===== src/rtl/ipfd_pkg.sv =====
// ----------------------------------------------------------------------------
// ipfd_pkg
// Shared types, codes and defaults of the IPv4 forwarding decision block.
// ----------------------------------------------------------------------------
package ipfd_pkg;

  localparam int ROUTE_ENTRIES_DEF    = 16;
  localparam int NEIGHBOR_ENTRIES_DEF = 16;
  localparam int PORTS_DEF            = 4;

  localparam logic [1:0] OP_ROUTE = 2'd0;
  localparam logic [1:0] OP_ARP   = 2'd1;
  localparam logic [1:0] OP_PMAC  = 2'd2;
  localparam logic [1:0] OP_BYTE  = 2'd3;

  localparam logic [2:0] V_FWD     = 3'd0;
  localparam logic [2:0] V_SHORT   = 3'd1;
  localparam logic [2:0] V_BADHDR  = 3'd2;
  localparam logic [2:0] V_CSUM    = 3'd3;
  localparam logic [2:0] V_TTL     = 3'd4;
  localparam logic [2:0] V_NOROUTE = 3'd5;
  localparam logic [2:0] V_NOARP   = 3'd6;

  localparam logic [16:0] COUNT_MAX = 17'h1FFFF;
  localparam logic [15:0] ETYPE_IPV4 = 16'h0800;

  typedef struct packed {
    logic [1:0]  op;
    logic [3:0]  entry_index;
    logic        entry_valid;
    logic [31:0] route_prefix;
    logic [31:0] route_mask;
    logic [31:0] next_hop_addr;
    logic [1:0]  out_port;
    logic [47:0] hw_addr;
    logic [7:0]  frame_byte;
    logic        frame_last;
  } in_item_t;

  typedef struct packed {
    logic [2:0]  verdict;
    logic [1:0]  egress_port;
    logic [47:0] src_mac;
    logic [47:0] dst_mac;
    logic [7:0]  new_ttl;
    logic [15:0] new_checksum;
  } out_item_t;

  // ones' complement add with end-around carry
  function automatic logic [15:0] fold_add(input logic [15:0] s, input logic [15:0] v);
    logic [16:0] t;
    t = {1'b0, s} + {1'b0, v};
    t = {1'b0, t[15:0]} + {16'd0, t[16]};
    return t[15:0] + {15'd0, t[16]};
  endfunction

endpackage


===== src/rtl/ipfd_if.sv =====
// ----------------------------------------------------------------------------
// ipfd_in_if / ipfd_out_if
// Valid/ready channels carrying input items and verdicts.
// ----------------------------------------------------------------------------
interface ipfd_in_if;
  logic               valid;
  logic               ready;
  ipfd_pkg::in_item_t data;
  modport source (output valid, output data, input ready);
  modport sink   (input valid, input data, output ready);
endinterface

interface ipfd_out_if;
  logic                valid;
  logic                ready;
  ipfd_pkg::out_item_t data;
  modport source (output valid, output data, input ready);
  modport sink   (input valid, input data, output ready);
endinterface


===== src/rtl/ipv4_forwarding_decision.sv =====
// ----------------------------------------------------------------------------
// ipv4_forwarding_decision
// Table writes and frame bytes in, one verdict per frame out.
// ----------------------------------------------------------------------------
// Usage: all items arrive on in_ch. Ops 0..2 write the route, ARP and port
// MAC tables. Op 3 carries one frame byte; header fields and a running ones'
// complement sum are captured as bytes stream in, one a cycle when ready.
// On the byte with frame_last set, in_ch drops ready and a sequencer walks
// the route table with one shared masked compare (one entry a cycle), then
// the ARP table with the same compare unit, then writes the verdict into
// the output register.
// The walk stops early on an ARP hit and is skipped on header drops.
// A verdict waits in the output register while out_ch is stalled; table
// writes and bytes of the next frame are still taken during that wait, and
// only the next last byte waits for the register to empty.
// Reset (rst, synchronous) clears the in-use bits, port MACs, frame state
// and the output valid; route and ARP payloads stay undefined until written.
// ----------------------------------------------------------------------------
module ipv4_forwarding_decision #(
  parameter int ROUTE_ENTRIES    = ipfd_pkg::ROUTE_ENTRIES_DEF,
  parameter int NEIGHBOR_ENTRIES = ipfd_pkg::NEIGHBOR_ENTRIES_DEF,
  parameter int PORTS            = ipfd_pkg::PORTS_DEF
) (
  input logic        clk,
  input logic        rst,
  ipfd_in_if.sink    in_ch,
  ipfd_out_if.source out_ch
);

  localparam int RW = (ROUTE_ENTRIES > 1) ? $clog2(ROUTE_ENTRIES) : 1;
  localparam int NW = (NEIGHBOR_ENTRIES > 1) ? $clog2(NEIGHBOR_ENTRIES) : 1;
  localparam int PW = (PORTS > 1) ? $clog2(PORTS) : 1;

  localparam logic [2:0] S_IDLE  = 3'd0;
  localparam logic [2:0] S_ROUTE = 3'd1;
  localparam logic [2:0] S_GW    = 3'd2;
  localparam logic [2:0] S_ARP   = 3'd3;
  localparam logic [2:0] S_DONE  = 3'd4;

  ipfd_pkg::in_item_t d;
  assign d = in_ch.data;

  logic [31:0] rt_prefix [ROUTE_ENTRIES];
  logic [31:0] rt_mask   [ROUTE_ENTRIES];
  logic [31:0] rt_gw     [ROUTE_ENTRIES];
  logic [1:0]  rt_port   [ROUTE_ENTRIES];
  logic [ROUTE_ENTRIES-1:0] rt_use;
  logic [31:0] nb_addr [NEIGHBOR_ENTRIES];
  logic [47:0] nb_mac  [NEIGHBOR_ENTRIES];
  logic [NEIGHBOR_ENTRIES-1:0] nb_use;
  logic [47:0] pmac [PORTS];

  logic [2:0]  state;
  logic [RW:0] ri;
  logic [NW:0] ni;
  logic        found;
  logic [31:0] top_mask;
  logic [RW-1:0] best;
  logic [31:0] gw;
  logic [1:0]  port;
  logic [7:0]  ttl_q;
  logic [15:0] sum_q;
  logic [31:0] dst_q;

  // frame capture
  logic [16:0] byte_count;
  logic [15:0] etype;
  logic [7:0]  vihl;
  logic [15:0] tlen;
  logic [7:0]  ttl;
  logic [15:0] rx_sum;
  logic [31:0] dst;
  logic [15:0] hsum;

  logic out_valid;
  ipfd_pkg::out_item_t out_q;

  // write addresses, sized to each table
  logic [RW-1:0] rt_wi;
  logic [NW-1:0] nb_wi;
  logic [PW-1:0] pm_wi;
  assign rt_wi = RW'(d.entry_index);
  assign nb_wi = NW'(d.entry_index);
  assign pm_wi = PW'(d.entry_index);

  logic take, is_byte, last_beat;
  assign is_byte   = d.op == ipfd_pkg::OP_BYTE;
  assign last_beat = is_byte && d.frame_last;
  assign in_ch.ready = (state == S_IDLE) && !(last_beat && out_valid);
  assign take = in_ch.valid && in_ch.ready;

  // combinational view of the header after this byte
  logic [15:0] etype_n, tlen_n, rx_sum_n, hsum_n;
  logic [7:0]  vihl_n, ttl_n;
  logic [31:0] dst_n;
  logic [16:0] cnt_n, off;
  logic [5:0]  hlen_n;

  always_comb begin
    etype_n = etype; vihl_n = vihl; tlen_n = tlen; ttl_n = ttl;
    rx_sum_n = rx_sum; dst_n = dst; hsum_n = hsum;
    unique case (byte_count)
      17'd12: etype_n[15:8] = d.frame_byte;
      17'd13: etype_n[7:0] = d.frame_byte;
      17'd14: vihl_n = d.frame_byte;
      17'd16: tlen_n[15:8] = d.frame_byte;
      17'd17: tlen_n[7:0] = d.frame_byte;
      17'd22: ttl_n = d.frame_byte;
      17'd24: rx_sum_n[15:8] = d.frame_byte;
      17'd25: rx_sum_n[7:0] = d.frame_byte;
      17'd30: dst_n[31:24] = d.frame_byte;
      17'd31: dst_n[23:16] = d.frame_byte;
      17'd32: dst_n[15:8] = d.frame_byte;
      17'd33: dst_n[7:0] = d.frame_byte;
      default: ;
    endcase
    // IHL including this byte, so the version/IHL byte itself is summed
    hlen_n = {vihl_n[3:0], 2'b00};
    off = byte_count - 17'd14;
    if (byte_count >= 17'd14 && off < {11'd0, hlen_n} && off != 17'd8 &&
        off != 17'd10 && off != 17'd11) begin
      hsum_n = ipfd_pkg::fold_add(hsum, off[0] ? {8'd0, d.frame_byte}
                                               : {d.frame_byte, 8'd0});
    end
    cnt_n = (byte_count < ipfd_pkg::COUNT_MAX) ? byte_count + 17'd1 : byte_count;
  end

  // header checks on the completed frame
  logic [2:0]  hdr_v;
  logic [15:0] calc;
  always_comb begin
    calc = ~ipfd_pkg::fold_add(hsum_n, {ttl_n, 8'd0});
    priority if (cnt_n < 17'd34 || etype_n != ipfd_pkg::ETYPE_IPV4)
      hdr_v = ipfd_pkg::V_SHORT;
    else if (vihl_n[7:4] != 4'd4 || vihl_n[3:0] < 4'd5 ||
             tlen_n < {10'd0, vihl_n[3:0], 2'b00} ||
             {1'b0, tlen_n} > cnt_n - 17'd14)
      hdr_v = ipfd_pkg::V_BADHDR;
    else if (calc != rx_sum_n)
      hdr_v = ipfd_pkg::V_CSUM;
    else if (ttl_n <= 8'd1)
      hdr_v = ipfd_pkg::V_TTL;
    else
      hdr_v = ipfd_pkg::V_FWD;
  end

  // table writes
  always_ff @(posedge clk) begin
    if (take && d.op == ipfd_pkg::OP_ROUTE && {28'd0, d.entry_index} < ROUTE_ENTRIES) begin
      rt_prefix[rt_wi] <= d.route_prefix;
      rt_mask[rt_wi]   <= d.route_mask;
      rt_gw[rt_wi]     <= d.next_hop_addr;
      rt_port[rt_wi]   <= d.out_port;
    end
    if (take && d.op == ipfd_pkg::OP_ARP && {28'd0, d.entry_index} < NEIGHBOR_ENTRIES) begin
      nb_addr[nb_wi] <= d.next_hop_addr;
      nb_mac[nb_wi]  <= d.hw_addr;
    end
  end

  always_ff @(posedge clk) begin
    if (rst) begin
      rt_use <= '0;
      nb_use <= '0;
      for (int k = 0; k < PORTS; k++) pmac[k] <= '0;
    end else if (take) begin
      if (d.op == ipfd_pkg::OP_ROUTE && {28'd0, d.entry_index} < ROUTE_ENTRIES)
        rt_use[rt_wi] <= d.entry_valid;
      if (d.op == ipfd_pkg::OP_ARP && {28'd0, d.entry_index} < NEIGHBOR_ENTRIES)
        nb_use[nb_wi] <= d.entry_valid;
      if (d.op == ipfd_pkg::OP_PMAC && {28'd0, d.entry_index} < PORTS)
        pmac[pm_wi] <= d.hw_addr;
    end
  end

  // shared compare unit: route match or neighbor address match
  logic [31:0] cmp_a, cmp_b, cmp_m;
  logic        cmp_eq;
  always_comb begin
    if (state == S_ARP) begin
      cmp_a = nb_addr[ni[NW-1:0]];
      cmp_b = gw;
      cmp_m = '1;
    end else begin
      cmp_a = dst_q;
      cmp_b = rt_prefix[ri[RW-1:0]];
      cmp_m = rt_mask[ri[RW-1:0]];
    end
    cmp_eq = (cmp_a & cmp_m) == (cmp_b & cmp_m);
  end

  always_ff @(posedge clk) begin
    if (rst) begin
      state <= S_IDLE;
      out_valid <= 1'b0;
      byte_count <= '0;
      etype <= '0; vihl <= '0; tlen <= '0; ttl <= '0;
      rx_sum <= '0; dst <= '0; hsum <= '0;
      ri <= '0; ni <= '0; found <= 1'b0;
    end else begin
      if (out_valid && out_ch.ready) out_valid <= 1'b0;
      unique case (state)
        S_IDLE: begin
          if (take && is_byte) begin
            if (d.frame_last) begin
              byte_count <= '0;
              etype <= '0; vihl <= '0; tlen <= '0; ttl <= '0;
              rx_sum <= '0; dst <= '0; hsum <= '0;
              out_q <= '{verdict: hdr_v, default: '0};
              ttl_q <= ttl_n;
              sum_q <= hsum_n;
              dst_q <= dst_n;
              ri <= '0;
              found <= 1'b0;
              top_mask <= '0;
              best <= '0;
              if (hdr_v == ipfd_pkg::V_FWD) state <= S_ROUTE;
              else out_valid <= 1'b1;
            end else begin
              byte_count <= cnt_n;
              etype <= etype_n; vihl <= vihl_n; tlen <= tlen_n; ttl <= ttl_n;
              rx_sum <= rx_sum_n; dst <= dst_n; hsum <= hsum_n;
            end
          end
        end
        S_ROUTE: begin
          if (rt_use[ri[RW-1:0]] && cmp_eq && rt_mask[ri[RW-1:0]] >= top_mask) begin
            top_mask <= rt_mask[ri[RW-1:0]];
            best <= ri[RW-1:0];
            found <= 1'b1;
          end
          if (ri == (RW+1)'(ROUTE_ENTRIES - 1)) state <= S_GW;
          else ri <= ri + 1'b1;
        end
        S_GW: begin
          if (!found) begin
            out_q.verdict <= ipfd_pkg::V_NOROUTE;
            out_valid <= 1'b1;
            state <= S_IDLE;
          end else begin
            gw <= rt_gw[best];
            port <= rt_port[best];
            ni <= '0;
            found <= 1'b0;
            state <= S_ARP;
          end
        end
        S_ARP: begin
          if (nb_use[ni[NW-1:0]] && cmp_eq) begin
            found <= 1'b1;
            out_q.dst_mac <= nb_mac[ni[NW-1:0]];
            state <= S_DONE;
          end else if (ni == (NW+1)'(NEIGHBOR_ENTRIES - 1)) begin
            state <= S_DONE;
          end else begin
            ni <= ni + 1'b1;
          end
        end
        S_DONE: begin
          if (found) begin
            out_q.verdict <= ipfd_pkg::V_FWD;
            out_q.egress_port <= port;
            out_q.src_mac <= ({30'd0, port} < PORTS) ? pmac[PW'(port)] : 48'd0;
            out_q.new_ttl <= ttl_q - 8'd1;
            out_q.new_checksum <= ~ipfd_pkg::fold_add(sum_q, {ttl_q - 8'd1, 8'd0});
          end else begin
            out_q <= '{verdict: ipfd_pkg::V_NOARP, default: '0};
          end
          out_valid <= 1'b1;
          state <= S_IDLE;
        end
        default: state <= S_IDLE;
      endcase
    end
  end

  assign out_ch.valid = out_valid;
  assign out_ch.data  = out_q;

`ifndef NO_ASSERTIONS
  a_busy_not_ready: assert property (@(posedge clk) disable iff (rst)
    state != S_IDLE |-> !in_ch.ready) else $error("ready while walking tables");
  a_no_walk_with_pending: assert property (@(posedge clk) disable iff (rst)
    state != S_IDLE |-> !out_valid) else $error("walk while verdict pending");
  a_hold: assert property (@(posedge clk) disable iff (rst)
    out_valid && !out_ch.ready |=> out_valid && $stable(out_q))
    else $error("verdict changed under stall");
  a_fwd_ttl: assert property (@(posedge clk) disable iff (rst)
    out_valid && out_q.verdict == ipfd_pkg::V_FWD |-> out_q.new_ttl != 8'd0)
    else $error("forward with zero ttl");
`endif

endmodule

===== src/flat_wrapper.sv =====
// flat-port wrapper written by rule: the top's interface ports become plain ports
module ipv4_forwarding_decision_flat 
#(
  parameter int ROUTE_ENTRIES    = ipfd_pkg::ROUTE_ENTRIES_DEF,
  parameter int NEIGHBOR_ENTRIES = ipfd_pkg::NEIGHBOR_ENTRIES_DEF,
  parameter int PORTS            = ipfd_pkg::PORTS_DEF
)
  (clk, rst, in_ch_valid, in_ch_data, in_ch_ready, out_ch_valid, out_ch_data, out_ch_ready);
  ipfd_in_if in_ch_i ();
  ipfd_out_if out_ch_i ();
  input logic clk;
  input logic rst;
  input wire logic [$bits(in_ch_i.valid)-1:0] in_ch_valid;
  input wire logic [$bits(in_ch_i.data)-1:0] in_ch_data;
  output wire logic [$bits(in_ch_i.ready)-1:0] in_ch_ready;
  output wire logic [$bits(out_ch_i.valid)-1:0] out_ch_valid;
  output wire logic [$bits(out_ch_i.data)-1:0] out_ch_data;
  input wire logic [$bits(out_ch_i.ready)-1:0] out_ch_ready;
  assign in_ch_i.valid = in_ch_valid;
  assign in_ch_i.data = in_ch_data;
  assign in_ch_ready = in_ch_i.ready;
  assign out_ch_valid = out_ch_i.valid;
  assign out_ch_data = out_ch_i.data;
  assign out_ch_i.ready = out_ch_ready;
  ipv4_forwarding_decision #(.ROUTE_ENTRIES(ROUTE_ENTRIES), .NEIGHBOR_ENTRIES(NEIGHBOR_ENTRIES), .PORTS(PORTS)) u_core (.clk(clk), .rst(rst), .in_ch(in_ch_i), .out_ch(out_ch_i));
endmodule

===== config.mk =====
export PLATFORM = sky130hd
export DESIGN_NAME = ipv4_forwarding_decision_flat
export DESIGN_NICKNAME = d
export VERILOG_FILES = /design/src/rtl/ipfd_pkg.sv /design/src/rtl/ipfd_if.sv /design/src/rtl/ipv4_forwarding_decision.sv /design/src/flat_wrapper.sv
export SDC_FILE = /design/constraint.sdc
export NUM_CORES = 2
export LEC_CHECK = 0
export BUFFER_PORTS_ARGS = -buffer_cell sky130_fd_sc_hd__buf_2
export CAP_MARGIN = 20
export CORE_AREA = 2 2 465 467
export CTS_BUF_LIST = sky130_fd_sc_hd__clkbuf_4
export DETAILED_ROUTE_END_ITERATION = 7
export DIE_AREA = 0 0 467 469
export PLACE_DENSITY = 0.82
export SYNTH_ARGS = -nofsm -noshare
export SYNTH_HDL_FRONTEND = slang
export SYNTH_SLANG_ARGS = --single-unit

===== constraint.sdc =====
create_clock -name clk -period 17.3 [get_ports clk]
set_input_delay 2.595 -clock clk [delete_from_list [all_inputs] [get_ports clk]]
set_output_delay 2.595 -clock clk [all_outputs]
set_load 0.03 [all_outputs]

======== Word-level counts from Yosys, hierarchy flattened ========
Memory sizes are Yosys's and may differ from the RTL's. A register that Yosys moved wholly into a read port is not among the register bits.
Index checks and enable logic that the tools add are counted.
Widths: inputs -> output; s select.
cells by class
  mux-type cells .......................... 105
  magnitude comparators ................... 14
  bitwise logic cells ..................... 5
  equality and inequality tests ........... 41
  add/sub/neg operators ................... 15
  reductions and logical operators ........ 45
operators with widths
  cell                   number
  $mux 125               2
  $mux 32                7
  $mux 48                3
  $pmux 48 s3            1
  $eq 17x5->1 const B    7
  $mux 8                 14
  $pmux 50 s2            1
  $mux 16                6
  $and 32x32->32         2
  $pmux 32 s2            1
  $mux 53                1
  $add 16x1->17          3
  $add 16x16->17         3
  $eq 17x4->1 const B    3
  $ne 17x4->1 const B    3
  $add 16x1->16          3
  $pmux 24 s2            1
  $reduce_or 48->1       1
  $mux 4                 11
  $eq 17x6->1 const B    2
  $mux 17                2
  $sub 17x4->17 const B  2
  $mux 3                 11
  $bwmux 16              2
  54 further kinds       133
storage, ports and cells
  memory bits (writable) .................. 3040
  bits of input ports ..................... 166
  memories ................................ 7
  register bits ........................... 393
memories
  memory            words  bits a word  rd ports  clocked after Yosys merged registers in  wr ports  RTL line                        text
  u_core.nb_mac     16     48           1         1                                        1         ipv4_forwarding_decision.sv:49  logic [47:0] nb_mac [NEIGHBOR_ENTRIES];
  u_core.nb_addr    16     32           1         1                                        1         ipv4_forwarding_decision.sv:48  logic [31:0] nb_addr [NEIGHBOR_ENTRIES];
  u_core.rt_gw      16     32           1         1                                        1         ipv4_forwarding_decision.sv:45  logic [31:0] rt_gw [ROUTE_ENTRIES];
  u_core.rt_mask    16     32           1         1                                        1         ipv4_forwarding_decision.sv:44  logic [31:0] rt_mask [ROUTE_ENTRIES];
  u_core.rt_prefix  16     32           1         1                                        1         ipv4_forwarding_decision.sv:43  logic [31:0] rt_prefix [ROUTE_ENTRIES];
  u_core.pmac       4      48           1         0                                        4         ipv4_forwarding_decision.sv:51  logic [47:0] pmac [PORTS];
  1 more memories   -      -            -         -                                        -         -

======== Longest topological paths before layout ========
  depth in word-level cells ............... 21
  mapped depth ............................ 62
  mapped depth without buffers ............ 59

======== Least setup slack after synthesis ========
OpenSTA, ideal clock, no wires.
  path kind ............................... input port to flip-flop
  start point ............................. input in_ch_data[1]
  end point ............................... register u_core.out_valid, in the netlist u_core.out_ch.valid
  stages on the path ...................... 52
  path slack .............................. 4290 ps
  library setup time ...................... 120 ps
  arrival time ............................ 12890 ps
  buffers on the path ..................... 2
  cell sequence ........................... clkbuf_1 and2_1 ha_1 fa_1 a211o_1 a211oi_1 o21bai_1 a21oi_1 o21bai_1 a21oi_1 o21bai_1 a21oi_1 o21bai_1 a21oi_1 nor2b_1 o21ai_0 nand2b_1 ha_1 [... 16 more ...] ha_1 clkbuf_1 inv_1 nor4_1 mux2_2 and3_1 and3_1 ha_1 ha_1 xnor2_1 xnor2_1 xnor2_1 nor3_1 nand4_1 a2111oi_0 nand4_1 or4b_1 o31a_1
on the way
  word-level cells in the longest chain between the ends .. 20
RTL lines
  item                                                    RTL line                         text
  start, declared                                         flat_wrapper.sv:14               input wire logic [$bits(in_ch_i.data)-1:0] in_ch_data;
  branches (longest 6 deep; another with $add 16x16->17)  -
  $mux 16 *                                               ipv4_forwarding_decision.sv:120  if (byte_count >= 17'd14 && off < {11'd0, hlen_n} && off != 17'd8 &&
  via u_core.hsum_n[11]                                   ipv4_forwarding_decision.sv:93   logic [15:0] etype_n, tlen_n, rx_sum_n, hsum_n;
  $add 16x16->17 *                                        ipfd_pkg.sv:52                   t = {1'b0, s} + {1'b0, v};
  $add 16x1->17 *                                         ipfd_pkg.sv:53                   t = {1'b0, t[15:0]} + {16'd0, t[16]};
  $add 16x1->16 *                                         ipfd_pkg.sv:54                   return t[15:0] + {15'd0, t[16]};
  $not 16->16 *                                           ipv4_forwarding_decision.sv:132  calc = ~ipfd_pkg::fold_add(hsum_n, {ttl_n, 8'd0});
  $ne 16x16->1 *                                          ipv4_forwarding_decision.sv:139  else if (calc != rx_sum_n)
  $mux 3 *                                                ipv4_forwarding_decision.sv:139
  $mux 3 *                                                ipv4_forwarding_decision.sv:135  else if (vihl_n[7:4] != 4'd4 || vihl_n[3:0] < 4'd5 ||
  $mux 3 *                                                ipv4_forwarding_decision.sv:133  priority if (cnt_n < 17'd34 || etype_n != ipfd_pkg::ETYPE_IPV4)
  $logic_not 3->1 *                                       ipv4_forwarding_decision.sv:217  if (hdr_v == ipfd_pkg::V_FWD) state <= S_ROUTE;
  $mux 1 *                                                ipv4_forwarding_decision.sv:217
  $mux 1 *                                                ipv4_forwarding_decision.sv:205  if (d.frame_last) begin
  $mux 1 *                                                ipv4_forwarding_decision.sv:204  if (take && is_byte) begin
  $pmux 1 s3 *                                            ipv4_forwarding_decision.sv:202  unique case (state)
  end signal, assigned                                    ipv4_forwarding_decision.sv:195  out_valid <= 1'b0;
  end signal, assigned                                    ipv4_forwarding_decision.sv:201  if (out_valid && out_ch.ready) out_valid <= 1'b0;
  end signal, assigned                                    ipv4_forwarding_decision.sv:218  else out_valid <= 1'b1;
  end, declared                                           ipv4_forwarding_decision.sv:75   logic out_valid;
Mark *: on every way through the listed nets, which the timed path passes.
A chain may end at the register's enable or synchronous reset.

======== Worst setup path in the final report ========
Ends and elaborated chain as after synthesis.

==> impl_metrics.csv <==
group,metric,value,unit
synthesis,yosys.area.top_type_share,0.7143,
synthesis,synth.cell_area,138300,um^2
clocking,cts_tree,"built",
clocking,cts_buffers,818,
placement,dp_hpwl,189.3,mm
synthesis,ys_types,84,
clocking,clockBufferDepth,4,
cells_and_area,areaGrowthSynthToFinish,11.21,%
sta,finClkSkew,120.4,ps
setup_path,cp_max_fo,16,
placement,gp_congestion,0.8545,
setup_path,path_common_cell,"ha_1",
synthesis,synth-seq-cells,3475,
setup_path,cp_slowest_stage_delay,610,ps
pwr,cellPowerDensity,103.7,nW/um^2
drt,drt_iter0_markers,9957,
synthesis,synth-edff-count,3291,
sta,finalHoldViolCount,0,
drt,dr.pass1.iters,6,
drt,viasPerCell,6.648,
synthesis,yosysTopAreaCell,"edfxtp_1",
grt,grt_use_total,0.3159,
die,pin_count,293,
grt,antenna_found_initial,65,
die,die_w,467,um
sta,drv_slew,0,
cells_and_area,final_cell_mix,"edfxtp_1 (3291), clkbuf_4 (1185), mux4_2 (936)",
cells_and_area,fin_util,0.7197,
clocking,clk_latency,1490,ps
clocking,cts_root_buffer,"clkbuf_4",
worst_hold_path,hold_path_class,"flip-flop to flip-flop",
sta,max_slew.worst_pin.slew,1247,ps
cells_and_area,fin_area,153800,um^2
pwr,vdd_ir_drop_max,0.00008195,V
die,die-area,219000,um^2
die,coreArea,213800,um^2
setup_path,crit_type,"primary input to flip-flop",
sta,setup_slack,3746,ps
clocking,htree_levels,6,
synthesis,synthTopCellsByArea,"edfxtp_1 (71%), mux4_2 (15%), dfxtp_1 (2.7%), nor2_1 (1.2%), ha_1 (1.0%)",
grt,grt_pass1_vias,75820,
synthesis,yosysSeqAreaShare,0.7410,
drt,drt-wirelength-per-cell,30.53,um
cells_and_area,mostFrequentLayoutCell,"edfxtp_1",
job,drv_cap,0,
drt,drt-total-wl,343.8,mm
sta,final-setup-viol-count,0,
grt,grt_pass1_wl,497.8,mm
die,initial_utilization,0.6472,
setup_path,worst_path_max_delay_cell,"or4b_1",
cells_and_area,drive_above_1_share,0.3264,
setup_path,arrival,14830,ps
synthesis,syn-num-nets,7151,
grt,gr-total-overflow,0,
clocking,clk_pin_slew,70,ps
drt,ant_nets,0,
synthesis,synth_flop_cell,"edfxtp_1",
sta,period_share,0.7835,
setup_path,end_kind,"flip-flop",
sta,maxSlewHeadroom,0.1685,
setup_path,crit_required,18570,ps
placement,placed_area,143500,um^2
sta,fmax,73.78,MHz
placement,dp_slack,2605,ps
sta,min_period,13550,ps
run_status,outcome,"complete, no violations",
drt,vias,74850,
clocking,cts_hold_buffers,0,
clocking,cts_repair_resize_count,0,
clocking,cts_sinks,3475,
synthesis,postSynthAreaPerCell,20.13,um^2
clocking,cts_setup_buffers,0,
pwr,leakage,50.03,nW
die,rows,170,
cells_and_area,nets,8033,
sta,rsz0062_at_grt,"false",
drt,route.detailed.drc,0,
synthesis,ys_warn_count,0,
synthesis,syn_inst,6871,
die,fp.dieH,469,um
setup_path,critPathLaunchType,"primary input",
placement,portBuffers,292,
synthesis,async_flop_share,0,
sta,setup_tns,0,ps
grt,grt_start_max_net_pins,138,
[report_power, final]
part,internal [mW],switching [mW]
Combinational,0.0566,0.212
Clock,3.29,3.15
Sequential,9.23,0.0160
Total,12.6,3.38
[cell usage after synthesis (21+ instances only)]
master    count
a21oi_1     102
edfxtp_1   3291
nand4_1      33
nor2b_1      35
xnor2_1     103
a22oi_1     125
o21ai_0      82
buf_1        98
nand3_1      46
ha_1        111
nand2b_1     30
nand2_1     169
inv_1       127
nor4_1       21
mux2_2       71
clkbuf_1    246
nor3_1       46
mux2i_1      52
dfxtp_1     184
mux4_2      936
and2_1      152
xor2_1       98
a21o_1       31
nor2_1      429
[cell families after synthesis]
group	share of synthesized area
compound gates	0.02371
xor+xnor	0.01290
fa+ha+maj	0.01047
buf+inv	0.01301
flops	0.7410
mux	0.1619
simple gates	0.03702
[critical path: cells and delay by family]
kind | cells | cell delay [ps]
compound gates | 21 | 4070
xor+xnor | 2 | 290
fa+ha+maj | 9 | 2370
buf+inv | 3 | 560
mux | 2 | 640
simple gates | 21 | 4260
[path summary, 6_finish.rpt]
check / from / end / slack, ps / cells after the start
worst max-delay path: in_ch_data[1] / u_core.out_ch.valid$_SDFF_PP0_ / 3750 / 58
worst min-delay path: u_core.ni[4]$_SDFFE_PP0P_ / u_core.ni[4]$_SDFFE_PP0P_ / 470 / 2
worst max register to register: u_core.byte_count[0]$_SDFFE_PP0P_ / u_core.out_ch.valid$_SDFF_PP0_ / 4760 / 58
worst min register to register: u_core.ni[4]$_SDFFE_PP0P_ / u_core.ni[4]$_SDFFE_PP0P_ / 470 / 2
[state kept, by name, summed over array words and instances, names as in the netlist, 16 cells and up, named ones only]
register	flops
u_core.tlen	16
u_core.dst_q	32
u_core.byte_count	17
u_core.top_mask	32
u_core.etype	16
u_core.rx_sum	16
u_core.dst	32
u_core.rt_mask	512
u_core.out_ch.data	125
u_core.sum_q	16
u_core.nb_addr	512
u_core.rt_prefix	512
u_core.rt_gw	512
u_core.pmac	192
u_core.nb_mac	768
u_core.gw	32
u_core.rt_port	32
u_core.nb_use	16
u_core.hsum	16
u_core.rt_use	16
[per-stage QoR]
| stage | power (mW) | hold slack, ps | std cells |
|---|---|---|---|
| finish | 15.95 | 466.0 | 11260 |
| global route | 16.47 | 486.5 | 11250 |
| CTS | 16.05 | 466.0 | 11220 |
| detailed placement | 9.696 | 458.4 | 9767 |
| global placement | 9.674 | 453.0 | 9764 |
| floorplan | 9.532 | 447.9 | 6871 |
[per-layer routing]
layer / global-route usage / up-vias / share of wire
met1: 0.4256 / 38290 / 0.36
met4: 0.1425 / 44 / 0.039
met3: 0.06820 / 749 / 0.11
met2: 0.5047 / 5304 / 0.49
met5: 0 / - / 0.00086
li1: - / 30470 / -
[area by class of cell]
type                       count  area, um^2
sequential                  3475      102500
fill                       12030       59920
multi-input combinational   2919       34400
clock buffer                1184        8889
tap                         2838        3551
timing repair buffer         411        2569
clock inverter               268        1333
inverter                     128       480.5
antenna                       36       90.09
Note: power is estimated with default switching activity, not from simulation.
